**src/ghp_pkg.sv**
```systemverilog
// ----------------------------------------------------------------------------
// Generational handle pool package
// Shared widths, command codes, sequencer states and the structs that pass
// between the sequencer, the slot store and the top level.
// ----------------------------------------------------------------------------
package ghp_pkg;

	localparam int CAPACITY = 1024;
	localparam int IDX_W    = 10;
	localparam int PTR_W    = 11;
	localparam int AGE_W    = 32;
	localparam int CMD_W    = 3;

	localparam logic [PTR_W-1:0] LIST_END = PTR_W'(CAPACITY);
	localparam logic [IDX_W-1:0] CLR_LAST = IDX_W'(CAPACITY - 1);

	typedef enum logic [CMD_W-1:0] {
		CMD_ALLOC   = 3'd0,
		CMD_FREE    = 3'd1,
		CMD_CHECK   = 3'd2,
		CMD_ACQUIRE = 3'd3,
		CMD_LOOKUP  = 3'd4
	} cmd_t;

	typedef enum logic [2:0] {
		ST_CLEAR,
		ST_IDLE,
		ST_EXEC,
		ST_WALK_ADDR,
		ST_WALK_DATA
	} state_t;

	// write and read requests toward the slot store
	typedef struct packed {
		logic [IDX_W-1:0] rd_addr;
		logic             age_we;
		logic [IDX_W-1:0] age_wa;
		logic [AGE_W-1:0] age_wd;
		logic             link_we;
		logic [IDX_W-1:0] link_wa;
		logic [PTR_W-1:0] link_wd;
		logic             busy_we;
		logic [IDX_W-1:0] busy_wa;
		logic             busy_wd;
	} mem_req_t;

	// registered read data from the slot store
	typedef struct packed {
		logic [AGE_W-1:0] age;
		logic [PTR_W-1:0] link;
		logic             busy;
	} mem_rd_t;

	// one finished command
	typedef struct packed {
		logic             valid;
		logic             ok;
		logic [IDX_W-1:0] index;
		logic [AGE_W-1:0] age;
		logic [PTR_W-1:0] count;
	} res_t;

endpackage

```
**src/ghp_seq.sv**
```systemverilog
// ----------------------------------------------------------------------------
// Generational handle pool sequencer
// Clears the store after reset, then runs one command at a time: a read of
// the named slot (the free head for allocate), then the update; acquire
// walks the free list one link at a time, in an address and a data state.
// ----------------------------------------------------------------------------
module ghp_seq (
	input  logic                      clk,
	input  logic                      arst_n,
	input  logic                      start,
	input  logic [ghp_pkg::CMD_W-1:0] command,
	input  logic [ghp_pkg::IDX_W-1:0] handle_index,
	input  logic [ghp_pkg::AGE_W-1:0] handle_gen,
	input  ghp_pkg::mem_rd_t          rd,
	output ghp_pkg::mem_req_t         req,
	output ghp_pkg::res_t             res,
	output logic                      busy
);

	ghp_pkg::state_t state_q, state_d;

	logic [ghp_pkg::CMD_W-1:0] cmd_q;
	logic [ghp_pkg::IDX_W-1:0] idx_q;
	logic [ghp_pkg::AGE_W-1:0] age_q;
	logic [ghp_pkg::PTR_W-1:0] head_q, head_d;
	logic [ghp_pkg::PTR_W-1:0] total_q, total_d;
	logic [ghp_pkg::PTR_W-1:0] cur_q, cur_d;
	logic [ghp_pkg::PTR_W-1:0] prev_q, prev_d;
	logic [ghp_pkg::PTR_W-1:0] steps_q, steps_d;
	logic [ghp_pkg::IDX_W-1:0] clr_q;

	logic                      accept;
	logic                      idx_in_range;
	logic                      age_nz;
	logic                      age_match;
	logic                      alloc_ok;
	logic                      free_ok;
	logic                      acq_pre;
	logic                      walk_end;
	logic                      walk_hit;
	logic [ghp_pkg::AGE_W-1:0] age_bump;

	assign accept       = (state_q == ghp_pkg::ST_IDLE) && start;
	assign busy         = (state_q != ghp_pkg::ST_IDLE);
	assign idx_in_range = ({1'b0, idx_q} < ghp_pkg::LIST_END);
	assign age_nz       = (age_q != '0);
	// shared generation compare
	assign age_match    = (rd.age == age_q);
	assign alloc_ok     = (total_q != '0) && (head_q < ghp_pkg::LIST_END);
	assign free_ok      = age_nz && idx_in_range && rd.busy && age_match;
	assign acq_pre      = age_nz && idx_in_range && !rd.busy;
	assign walk_end     = (cur_q >= ghp_pkg::LIST_END) || (steps_q >= ghp_pkg::LIST_END);
	assign walk_hit     = (cur_q == {1'b0, idx_q});
	assign age_bump     = (rd.age == '1) ? ghp_pkg::AGE_W'(1) : rd.age + 1'b1;

	// next state
	always_comb begin
		state_d = state_q;
		case (state_q)
			ghp_pkg::ST_CLEAR: begin
				if (clr_q == ghp_pkg::CLR_LAST) begin
					state_d = ghp_pkg::ST_IDLE;
				end
			end
			ghp_pkg::ST_IDLE: begin
				if (start) begin
					state_d = ghp_pkg::ST_EXEC;
				end
			end
			ghp_pkg::ST_EXEC: begin
				if ((cmd_q == ghp_pkg::CMD_ACQUIRE) && acq_pre) begin
					state_d = ghp_pkg::ST_WALK_ADDR;
				end else begin
					state_d = ghp_pkg::ST_IDLE;
				end
			end
			ghp_pkg::ST_WALK_ADDR: begin
				if (walk_end) begin
					state_d = ghp_pkg::ST_IDLE;
				end else begin
					state_d = ghp_pkg::ST_WALK_DATA;
				end
			end
			ghp_pkg::ST_WALK_DATA: begin
				if (walk_hit) begin
					state_d = ghp_pkg::ST_IDLE;
				end else begin
					state_d = ghp_pkg::ST_WALK_ADDR;
				end
			end
			default: state_d = ghp_pkg::ST_IDLE;
		endcase
	end

	// memory requests, pointer updates and result
	always_comb begin
		req        = '0;
		res        = '0;
		head_d     = head_q;
		total_d    = total_q;
		cur_d      = cur_q;
		prev_d     = prev_q;
		steps_d    = steps_q;
		res.count  = total_q;
		req.rd_addr = idx_q;
		case (state_q)
			ghp_pkg::ST_CLEAR: begin
				req.age_we  = 1'b1;
				req.age_wa  = clr_q;
				req.age_wd  = ghp_pkg::AGE_W'(1);
				req.link_we = 1'b1;
				req.link_wa = clr_q;
				req.link_wd = {1'b0, clr_q} + 1'b1;
				req.busy_we = 1'b1;
				req.busy_wa = clr_q;
				req.busy_wd = 1'b0;
			end
			ghp_pkg::ST_IDLE: begin
				// address the slot for the command being taken
				if (command == ghp_pkg::CMD_ALLOC) begin
					req.rd_addr = head_q[ghp_pkg::IDX_W-1:0];
				end else begin
					req.rd_addr = handle_index;
				end
			end
			ghp_pkg::ST_EXEC: begin
				case (cmd_q)
					ghp_pkg::CMD_ALLOC: begin
						res.valid = 1'b1;
						if (alloc_ok) begin
							head_d      = rd.link;
							total_d     = total_q - 1'b1;
							req.busy_we = 1'b1;
							req.busy_wa = head_q[ghp_pkg::IDX_W-1:0];
							req.busy_wd = 1'b1;
							res.ok      = 1'b1;
							res.index   = head_q[ghp_pkg::IDX_W-1:0];
							res.age     = rd.age;
						end
					end
					ghp_pkg::CMD_FREE: begin
						res.valid = 1'b1;
						if (free_ok) begin
							req.age_we  = 1'b1;
							req.age_wa  = idx_q;
							req.age_wd  = age_bump;
							req.link_we = 1'b1;
							req.link_wa = idx_q;
							req.link_wd = head_q;
							req.busy_we = 1'b1;
							req.busy_wa = idx_q;
							req.busy_wd = 1'b0;
							head_d      = {1'b0, idx_q};
							total_d     = total_q + 1'b1;
							res.ok      = 1'b1;
						end
					end
					ghp_pkg::CMD_CHECK: begin
						res.valid = 1'b1;
						res.ok    = age_nz && idx_in_range && age_match;
					end
					ghp_pkg::CMD_ACQUIRE: begin
						if (acq_pre) begin
							// start the walk at the free head
							cur_d   = head_q;
							prev_d  = ghp_pkg::LIST_END;
							steps_d = '0;
						end else begin
							res.valid = 1'b1;
						end
					end
					ghp_pkg::CMD_LOOKUP: begin
						res.valid = 1'b1;
						if (idx_in_range) begin
							res.ok    = 1'b1;
							res.index = idx_q;
							res.age   = rd.age;
						end
					end
					default: begin
						res.valid = 1'b1;
					end
				endcase
			end
			ghp_pkg::ST_WALK_ADDR: begin
				req.rd_addr = cur_q[ghp_pkg::IDX_W-1:0];
				if (walk_end) begin
					res.valid = 1'b1;
				end
			end
			ghp_pkg::ST_WALK_DATA: begin
				req.rd_addr = cur_q[ghp_pkg::IDX_W-1:0];
				if (walk_hit) begin
					// unlink the target and claim it
					if (prev_q == ghp_pkg::LIST_END) begin
						head_d = rd.link;
					end else begin
						req.link_we = 1'b1;
						req.link_wa = prev_q[ghp_pkg::IDX_W-1:0];
						req.link_wd = rd.link;
					end
					req.age_we  = 1'b1;
					req.age_wa  = idx_q;
					req.age_wd  = age_q;
					req.busy_we = 1'b1;
					req.busy_wa = idx_q;
					req.busy_wd = 1'b1;
					if (total_q != '0) begin
						total_d = total_q - 1'b1;
					end
					res.valid = 1'b1;
					res.ok    = 1'b1;
				end else begin
					prev_d  = cur_q;
					cur_d   = rd.link;
					steps_d = steps_q + 1'b1;
				end
			end
			default: begin
				req.rd_addr = idx_q;
			end
		endcase
		res.count = total_d;
	end

	// control registers
	always_ff @(posedge clk or negedge arst_n) begin
		if (!arst_n) begin
			state_q <= ghp_pkg::ST_CLEAR;
			clr_q   <= '0;
			head_q  <= '0;
			total_q <= ghp_pkg::LIST_END;
		end else begin
			state_q <= state_d;
			head_q  <= head_d;
			total_q <= total_d;
			if (state_q == ghp_pkg::ST_CLEAR) begin
				clr_q <= clr_q + 1'b1;
			end
		end
	end

	// command and walk registers
	always_ff @(posedge clk) begin
		if (accept) begin
			cmd_q <= command;
			idx_q <= handle_index;
			age_q <= handle_gen;
		end
		cur_q   <= cur_d;
		prev_q  <= prev_d;
		steps_q <= steps_d;
	end

endmodule
```
**config.mk**
```make
export PLATFORM = sky130hd
export DESIGN_NAME = ghp_seq
export DESIGN_NICKNAME = d
export VERILOG_FILES = /design/src/ghp_pkg.sv /design/src/ghp_seq.sv
export SDC_FILE = /design/constraint.sdc
export NUM_CORES = 1
export LEC_CHECK = 0
export ABC_AREA = 1
export BUFFER_PORTS_ARGS = -buffer_cell sky130_fd_sc_hd__buf_2
export CAP_MARGIN = 20
export CORE_MARGIN = 8
export CORE_UTILIZATION = 30
export DETAILED_ROUTE_END_ITERATION = 8
export PLACE_DENSITY = 0.5
export SLEW_MARGIN = 20
export SYNTH_ARGS = -nofsm -noshare
export SYNTH_HDL_FRONTEND = slang
export SYNTH_SLANG_ARGS = --single-unit
```
**constraint.sdc**
```tcl
create_clock -name clk -period 9.15 [get_ports clk]
set_input_delay 0.915 -clock clk [delete_from_list [all_inputs] [get_ports clk]]
set_output_delay 0.915 -clock clk [all_outputs]
set_load 0.03 [all_outputs]
```
== After elaboration in Yosys (flattened, before gate mapping) ==
Cells that the tools add are included.
Word-level totals
  register bits after elaboration: 113
  input bits: 92
  word-level logic and storage cells: 113
Cells by class
  add/subtract/negate cells: 6
  magnitude comparators: 3
  equal/unequal tests: 24
  muxes and demuxes: 51
  reduce and logical (&&, ||, !) cells: 19
Operators with widths (count)
  $pmux W77 S3: 1
  $mux W11: 17
  $mux W77: 2
  $pmux W11 S2: 7
  $pmux W42 S2: 1
  $mux W65: 1
  $mux W43: 1
  $mux W42: 1
  $add A32 B1 Y32 const B: 1
  $eq A32 B32 Y1: 1
  $eq A32 B32 Y1 const B: 1
  $mux W32: 1
  $reduce_bool A32 Y1: 1
  $pmux W12 S2: 1
  $add A11 B1 Y11 const B: 2
  $ge A11 B11 Y1 const B: 2
  $mux W22: 1
  $pmux W10 S2: 1
  $pmux W3 S5: 1
  $ne A2 B2 Y1 const B: 7
  $eq A3 B2 Y1 const B: 4
  $mux W12: 1
  $add A10 B1 Y11 const B: 1
  $eq A11 B10 Y1: 1
  26 further kinds: 45

== Longest topological paths before layout ==
Gate-level depths: netlist (run 1).
  depth after elaboration: 6
  depth in mapped cells: 15
  gate-level depth less buffers: 14

== Least setup slack after synthesis (run 1) ==
OpenSTA, ideal clock, no wires.
  path type: in2out
  start: in rd[20] (netlist name)
  end: out req[37] (netlist name)
  data arrival time: 2732 ps
  data required time: 8235 ps
  slack: 5503 ps
  stages on the path: 12
  path through: clkbuf_1 > xnor2_1 > nand2_1 > inv_1 > nand2_1 > nor2_1 > nand2_1 > nor2_2 > nand3_4 > nor2_8 > nand2_4 > o21ai_0
RTL lines
  from (decl): line ghp_seq.sv:14  | input ghp_pkg::mem_rd_t rd,
  to (decl): line ghp_seq.sv:15  | output ghp_pkg::mem_req_t req,

==> impl_metrics.env, run 1 <==
export IMPL_cell_with_the_most_instances_after_synthesis="nand2_1"
export IMPL_ratio_of_cells_with_drive_above_1_in_the_final_layout=0.204
export IMPL_via_count=10000
export IMPL_leakage_nw=5.55
export IMPL_critPathCapture="req[35]"
export IMPL_grt_use_total=0.206
export IMPL_postSynthAreaPerCell_sq_um=6.68
export IMPL_clk_pin_slew_ns=0.07
export IMPL_power_density_nw_per_um2=266
export IMPL_fillCellCount=3311
export IMPL_post_synth_instance_area_sq_um=9160
export IMPL_pre_cts_ws_ns=4.12
export IMPL_final_setup_worst_slack_ns=3.91
export IMPL_worstSetupPathDepth=9
export IMPL_cts_buffers_inserted=17
export IMPL_synth_area_mux_share=0
export IMPL_yosys_area_share_xor_xnor=0.0564
export IMPL_cts_repair_resize_count=0
export IMPL_final_core_util=0.370
export IMPL_rows=64
export IMPL_grt_overflow=0
export IMPL_pin_count_of_the_biggest_net_entering_global_routing=55
export IMPL_synthFlopType="edfxtp_1"
export IMPL_synth_enable_flop_cells=78
export IMPL_max_slew_margin_rel=0.290
export IMPL_placedCellCount=1957
export IMPL_worstPathCellList="nor2_1, inv_1, nor2_2, buf_4, inv_1, nor2_4, inv_1, o21ai_0, buf_2"
export IMPL_synth_largest_type_area_fraction=0.256
export IMPL_postSynthNetCount=1467
export IMPL_syn_to_final_growth_pct=22.8
export IMPL_worst_case_clock_skew_ns=0.0118
export IMPL_setup_total_negative_slack_ns=0
export IMPL_area_occupied_by_multi_input_gates_sq_um=4980
export IMPL_tightest_slew_ns=1.06
export IMPL_grt_first_pass_wirelength_microns=58400
export IMPL_synth_top_cell_by_area="edfxtp_1"
export IMPL_crit_arrival_ns=4.32
export IMPL_design_die_area_sq_um=36400
export IMPL_regToRegSetupSlack_ns=5.12
export IMPL_synth_warning_count=0
export IMPL_yosys_register_bits=113
export IMPL_vias_per_cell=5.04
export IMPL_worst_endpoint_required_ns=8.24
export IMPL_finalWeightedCongestion=0.914
export IMPL_worst_r2r_endpoint="cur_q[2]$_DFFE_PP_"
export IMPL_timing_critical_path_buf_inv=5
export IMPL_die_height_microns=191
export IMPL_fmax_mhz=191
export IMPL_max_vdd_ir_drop_mv=0.158
export IMPL_critPathMaxFanout=37
export IMPL_drt_wl_total_microns=37800
export IMPL_cap_viol_max_count=0
export IMPL_grt_setup_unrepaired="false"
export IMPL_die_outline_width_microns=191
export IMPL_worstHoldPathType="reg2reg"
export IMPL_proportion_of_register_bits_with_asynchronous_set_or_reset_after_synthesis=0.310
export IMPL_post_synth_inst_count=1370
export IMPL_ctsHtreeMaxLevel=4
export IMPL_rr_worst_depth=9
export IMPL_post_synth_main_area_contributors="edfxtp_1, nand2_1, dfrtp_1, inv_1, nor2_1"
export IMPL_detailedRoute_firstIterationViolations=635
export IMPL_clk_root_buf="clkbuf_16"
export IMPL_setup_worst_path_start_class="flip-flop"
export IMPL_ctsHoldBuffers=0
export IMPL_floorplan_initialDensity=0.302
export IMPL_critical_path_endpoint_type="output port"
export IMPL_sequential_cell_area_sq_um=3220
export IMPL_cp_slowest_cell="nor2_4"
export IMPL_hold_violations=0
export IMPL_post_route_period_util=0.572
export IMPL_finalSetupViolCount=0
export IMPL_synthDistinctLibCells=43
export IMPL_antenna_found_initial=1
export IMPL_status="finished clean"
export IMPL_critical_path_top_delay_family="buffers and inverters"
export IMPL_num_nets_final=1677
export IMPL_drtPass1Iterations=5
export IMPL_timing_critical_path_slowest_cell_delay_ns=0.87
export IMPL_drt_drc_violations_left=0
export IMPL_routedWlPerCell_microns=19.0
export IMPL_clkSinkCount=113
export IMPL_timing_worst_setup_path_type="reg2out"
export IMPL_main_combinational_cell_family_by_area_after_synthesis="simple AND/OR/NAND/NOR gates"
export IMPL_io_pins=235
export IMPL_synth_common_cells="nand2_1, inv_1, nor2_1, nand3_1, o21ai_0"
export IMPL_critical_path_top_cell_by_count="inv_1"
export IMPL_synth_compound_area_frac=0.119
export IMPL_fin_cells=1990
export IMPL_adder_cell_fraction_of_synth_area=0.00683
export IMPL_cts_repair_timing_setup_buffer_count=0
export IMPL_synth_simple_gate_area_frac=0.360
export IMPL_number_of_global_route_vias_before_repair=10100
export IMPL_synth_yosys_seq_area_share=0.352
export IMPL_r2r_start="state_q[1]$_DFFE_PN0P_"
export IMPL_detailedPlacementHpwl_microns=28600
export IMPL_slew_violations=0
export IMPL_core_area_sq_um=30300
export IMPL_ctsLongestPathBuffers=2
export IMPL_time_the_final_worst_path_needs_with_i_o_delays_and_setup_ns=5.24
export IMPL_cts_tree="yes"
export IMPL_clk_insertion_delay_late_ns=0.43
export IMPL_crit_path_start="state_q[1]$_DFFE_PN0P_"
export IMPL_portBuffers=234
export IMPL_drtAntennaViolNets=0
==> metal layers <==
| layer | vias up | global-route usage | wire [microns] |
|---|---|---|---|
| li1 | 4844 | - | - |
| met3 | 58 | 0.0481 | 2920 |
| met2 | 437 | 0.322 | 16800 |
| met1 | 4690 | 0.271 | 16800 |
| met4 | 0 | 0.0850 | 1260 |
| met5 | - | 0 | 0 |
==> worst reg2reg max path: stages, from the launching register on <==
cell	delay, ns
dfrtp_1	0.42
nor2_1	0.10
inv_1	0.07
nor2_2	0.07
buf_4	0.37
inv_1	0.45
nor2_4	0.87
inv_1	0.70
and3_1	0.39
buf_4	0.27
==> kinds of logic (layout without fill, tap and decap cells) <==
logic type / Yosys count / in the layout
and+or+nand+nor: 767 / 767
buffers and inverters: 247 / 470
AOI/OAI and AO/OA: 179 / 179
DFF: 113 / 113
xor gates and xnor gates: 59 / 59
adders and majority gates: 5 / 5
other: 0 / 1
==> area by class of cell <==
cell class                      instances  area share
Antenna cell                            1    0.000223
Tap cell                              396      0.0441
Timing Repair Buffer                  242       0.110
Multi-Input combinational cell       1010       0.443
Sequential cell                       113       0.286
Clock buffer                           25      0.0470
Inverter                              196      0.0654
Clock inverter                          7     0.00423
==> worst min-delay path by stage <==
stage | from | endpoint | slack (ns) | depth (start not counted)
3_5_place_dp | steps_q[10]$_SDFFCE_PN0P_ | state_q[2]$_DFFE_PN0P_ | 0.51 | 1
5_1_grt | steps_q[10]$_SDFFCE_PN0P_ | state_q[2]$_DFFE_PN0P_ | 0.56 | 1
2_1_floorplan | steps_q[10]$_SDFFCE_PN0P_ | state_q[2]$_DFFE_PN0P_ | 0.44 | 1
6_report | steps_q[10]$_SDFFCE_PN0P_ | state_q[2]$_DFFE_PN0P_ | 0.52 | 1
4_1_cts | steps_q[10]$_SDFFCE_PN0P_ | state_q[2]$_DFFE_PN0P_ | 0.52 | 1
3_3_place_gp | head_q[10]$_DFFE_PN0P_ | head_q[10]$_DFFE_PN0P_ | 0.50 | 2
==> power breakdown <==
part           switching (mW)  total [mW]  internal [mW]  leakage [nW]
combinational            1.06        1.44          0.374          4.10
clock                   0.259       0.659          0.400         0.288
sequential              0.170       0.896          0.726          1.17
total                    1.49        2.99           1.50          5.55
==> through the flow <==
step | instance area (sq um) | hold WS, ns | total power, mW
3_5_place_dp | 10700 | 0.515 | 2.33
6_report | 11200 | 0.524 | 2.99
5_1_grt | 11200 | 0.556 | 3.18
3_3_place_gp | 10700 | 0.501 | 2.33
2_1_floorplan | 9160 | 0.442 | 1.83
4_1_cts | 11200 | 0.522 | 3.00
==> state kept, by name, summed over array words and instances (netlist names) <==
name	count
age_q	32
cur_q	11
head_q	11
prev_q	11
steps_q	11
total_q	11
clr_q	10
idx_q	10
cmd_q	3
state_q	3
==> layout by cell type, fill, tap and decap left out, drive strengths merged, types with 25 or more instances in the layout <==
cell and n:
xor2 47, o21ai 104, nor2 140, nand2 438
clkbuf 25, edfxtp 78, nand3 100, inv 192
buf 242, dfrtp 34, a21oi 32, nor3 56
o211ai 27
Power figures use the tool's default switching activity.
==> run 2, diff against run 1 <==
Settings changed: ABC_AREA 1 to 0, PLACE_DENSITY 0.5 to 0.53.
Clock period 9.15 ns to 4.2 ns, I/O delays scaled along.
==> run 2 against run 1 <==
Effect of this change:
- routed wire length shrank 18%
- die area down 9.4%
- register-to-register slack got worse by 4.2 ns
- cell area decreased by 9.1%
- synthesized area decreased by 10%
- critical path type unchanged
==> impl_metrics.env, run 2 <==
export IMPL_status="finished clean"
export IMPL_fmax_mhz=252
export IMPL_core_area_sq_um=27000
export IMPL_setup_total_negative_slack_ns=0
export IMPL_detailedPlacementHpwl_microns=24000
export IMPL_clk_pin_slew_ns=0.07
export IMPL_post_synth_instance_area_sq_um=8220
export IMPL_timing_critical_path_buf_inv=2
export IMPL_largest_register_ffs=32
export IMPL_final_setup_worst_slack_ns=0.227
export IMPL_synth_enable_flop_cells=78
export IMPL_synth_warning_count=0
export IMPL_pre_cts_ws_ns=0.624
export IMPL_yosys_register_bits=113
export IMPL_num_nets_final=1239
export IMPL_proportion_of_register_bits_with_asynchronous_set_or_reset_after_synthesis=0.310
export IMPL_grt_use_total=0.186
export IMPL_grt_overflow=0
export IMPL_cap_viol_max_count=0
export IMPL_drt_wl_total_microns=31100
export IMPL_critPathMaxFanout=7
export IMPL_ratio_of_cells_with_drive_above_1_in_the_final_layout=0.268
export IMPL_synth_common_cells="nand2_1, edfxtp_1, xor2_1, nor2_1, clkbuf_1"
export IMPL_regToRegSetupSlack_ns=0.93
export IMPL_drt_drc_violations_left=0
export IMPL_power_density_nw_per_um2=538
export IMPL_rows=60
export IMPL_worstPathCellList="inv_1, ha_1, or4b_1, or4_1, a21oi_4, o21ai_0, xnor2_1, buf_2"
export IMPL_post_synth_main_area_contributors="edfxtp_1, dfrtp_1, nand2_1, xor2_1, and2_1"
export IMPL_ctsLongestPathBuffers=2
export IMPL_die_outline_width_microns=182
export IMPL_cts_buffers_inserted=17
export IMPL_synthFlopType="edfxtp_1"
export IMPL_grt_setup_unrepaired="false"
export IMPL_post_synth_inst_count=943
export IMPL_cts_tree="yes"
export IMPL_synthDistinctLibCells=62
export IMPL_slew_violations=0
export IMPL_cp_slowest_cell="or4b_1"
export IMPL_max_vdd_ir_drop_mv=0.336
export IMPL_grt_met3_usage=0.0491
export IMPL_worstHoldPathType="in2async"
export IMPL_timing_critical_path_slowest_cell_delay_ns=0.64
export IMPL_cell_with_the_most_instances_after_synthesis="nand2_1"
export IMPL_tightest_slew_ns=0.902
export IMPL_clk_root_buf="clkbuf_16"
export IMPL_syn_to_final_growth_pct=24.3
export IMPL_number_of_global_route_vias_before_repair=7856
export IMPL_vias_per_cell=5.33
export IMPL_detailedRoute_firstIterationViolations=625
export IMPL_pin_count_of_the_biggest_net_entering_global_routing=47
export IMPL_top_register="age_q"
export IMPL_io_pins=235
export IMPL_drtAntennaViolNets=0
export IMPL_r2r_start="idx_q[2]$_DFFE_PP_"
export IMPL_critical_path_endpoint_type="output port"
export IMPL_grt_met1_usage=0.243
export IMPL_post_route_period_util=0.946
export IMPL_via_count=7995
export IMPL_postSynthNetCount=1040
export IMPL_antenna_found_initial=6
export IMPL_grt_first_pass_wirelength_microns=47800
export IMPL_layout_commonest_cell="buf_2"
export IMPL_rr_worst_depth=6
export IMPL_time_the_final_worst_path_needs_with_i_o_delays_and_setup_ns=3.97
export IMPL_timing_worst_setup_path_type="reg2out"
export IMPL_layout_cells_most_common_list="buf_2, nand2_1, edfxtp_1, xor2_1, nor2_1"
export IMPL_ctsHtreeMaxLevel=4
export IMPL_die_height_microns=182
export IMPL_ctsHoldBuffers=0
export IMPL_max_slew_margin_rel=0.399
export IMPL_synth_top_cell_by_area="edfxtp_1"
export IMPL_clk_insertion_delay_late_ns=0.44
export IMPL_drtPass1Iterations=5
export IMPL_portBuffers=234
export IMPL_leakage_nw=4.50
export IMPL_setup_worst_path_start_class="flip-flop"
export IMPL_clkSinkCount=113
export IMPL_worst_endpoint_required_ns=3.78
export IMPL_hold_violations=0
export IMPL_critical_path_top_delay_family="simple AND/OR/NAND/NOR gates"
export IMPL_worstSetupPathDepth=8
export IMPL_postSynthAreaPerCell_sq_um=8.71
export IMPL_finalWeightedCongestion=0.901
export IMPL_worst_case_clock_skew_ns=0.0200
export IMPL_routedWlPerCell_microns=20.8
export IMPL_grt_busiest_layer="met2"
export IMPL_crit_arrival_ns=3.55
export IMPL_synth_yosys_seq_area_share=0.392
export IMPL_floorplan_initialDensity=0.305
export IMPL_worst_r2r_endpoint="state_q[1]$_DFFE_PN0P_"
export IMPL_synth_largest_type_area_fraction=0.285
export IMPL_finalSetupViolCount=0
export IMPL_gr_util_met2=0.297
export IMPL_design_die_area_sq_um=32900
[run 2: changes by cell type after synthesis, sizes merged, moves of 21 or more]
cell / delta
nor3: -36
nor2: -86
a22oi: +30
nand2: -253
and2: +47
o21ai: -38
nor4: +25
o211ai: -21
xor2: +28
inv: -182
mux2i: +24
nand3: -59
[run 2: worst max-delay path by stage]
stage                          from      end  slack [ns]
6_report       total_q[1]$_DFF_PN0_   res[0]        0.23
3_5_place_dp                 rd[42]  req[34]        0.62
5_1_grt        total_q[1]$_DFF_PN0_   res[0]        0.06
2_1_floorplan  total_q[1]$_DFF_PN0_   res[7]        0.96
3_3_place_gp                 rd[12]  req[39]        0.64
4_1_cts         age_q[24]$_DFFE_PP_  req[22]        0.23
[run 2: layout make-up]
cell class,instances,area (sq um)
multi-input combinational,748,4630
antenna,3,7.51
inverter,9,33.8
sequential,113,3220
fill,2818,16700
timing repair buffer,253,1310
clock inverter,14,131
clock buffer,18,450
tap,341,427
[run 2: kinds of logic (layout without fill, tap and decap cells)]
family | after synthesis | count (layout) | share of synthesized area
fa+ha+maj | 5 | 5 | 0.00761
xor+xnor | 103 | 103 | 0.110
buf+inv | 82 | 294 | 0.0486
mux | 26 | 26 | 0.0320
flops | 113 | 113 | 0.392
simple gates | 442 | 442 | 0.273
other cells | 0 | 3 | 0
compound gates | 172 | 172 | 0.138
[run 2: per-stage QoR]
stage                     area, sq um  total power [mW]  hold slack, ns  cells  utilization
after floorplan                  8220              3.32           0.124    943            -
after global placement           9610              4.05           0.567   1464        0.357
after detailed placement         9620              4.05           0.567   1464        0.357
after CTS                       10200              5.53           0.148   1496        0.378
after global routing            10200              5.80           0.148   1499        0.379
final                           10200              5.50           0.126   1499        0.379
[run 2: power by group]
group / total (mW) / switching [mW] / internal (mW)
registers: 1.90 / 0.421 / 1.47
clock network: 1.46 / 0.638 / 0.823
logic: 2.14 / 1.45 / 0.692
[run 2: timing repair]
| action | in CTS | in global routing |
|---|---|---|
| gates resized for setup | 0 | 1 |
| setup endpoints to repair | 0 | 1 |
| buffers inserted | 0 | 0 |
[run 2: routing by layer]
layer / up-vias / share of wire
met3: 39 / 0.073
met5: - / 0.0014
met2: 324 / 0.47
li1: 3765 / -
met1: 3861 / 0.45
met4: 6 / 0.013
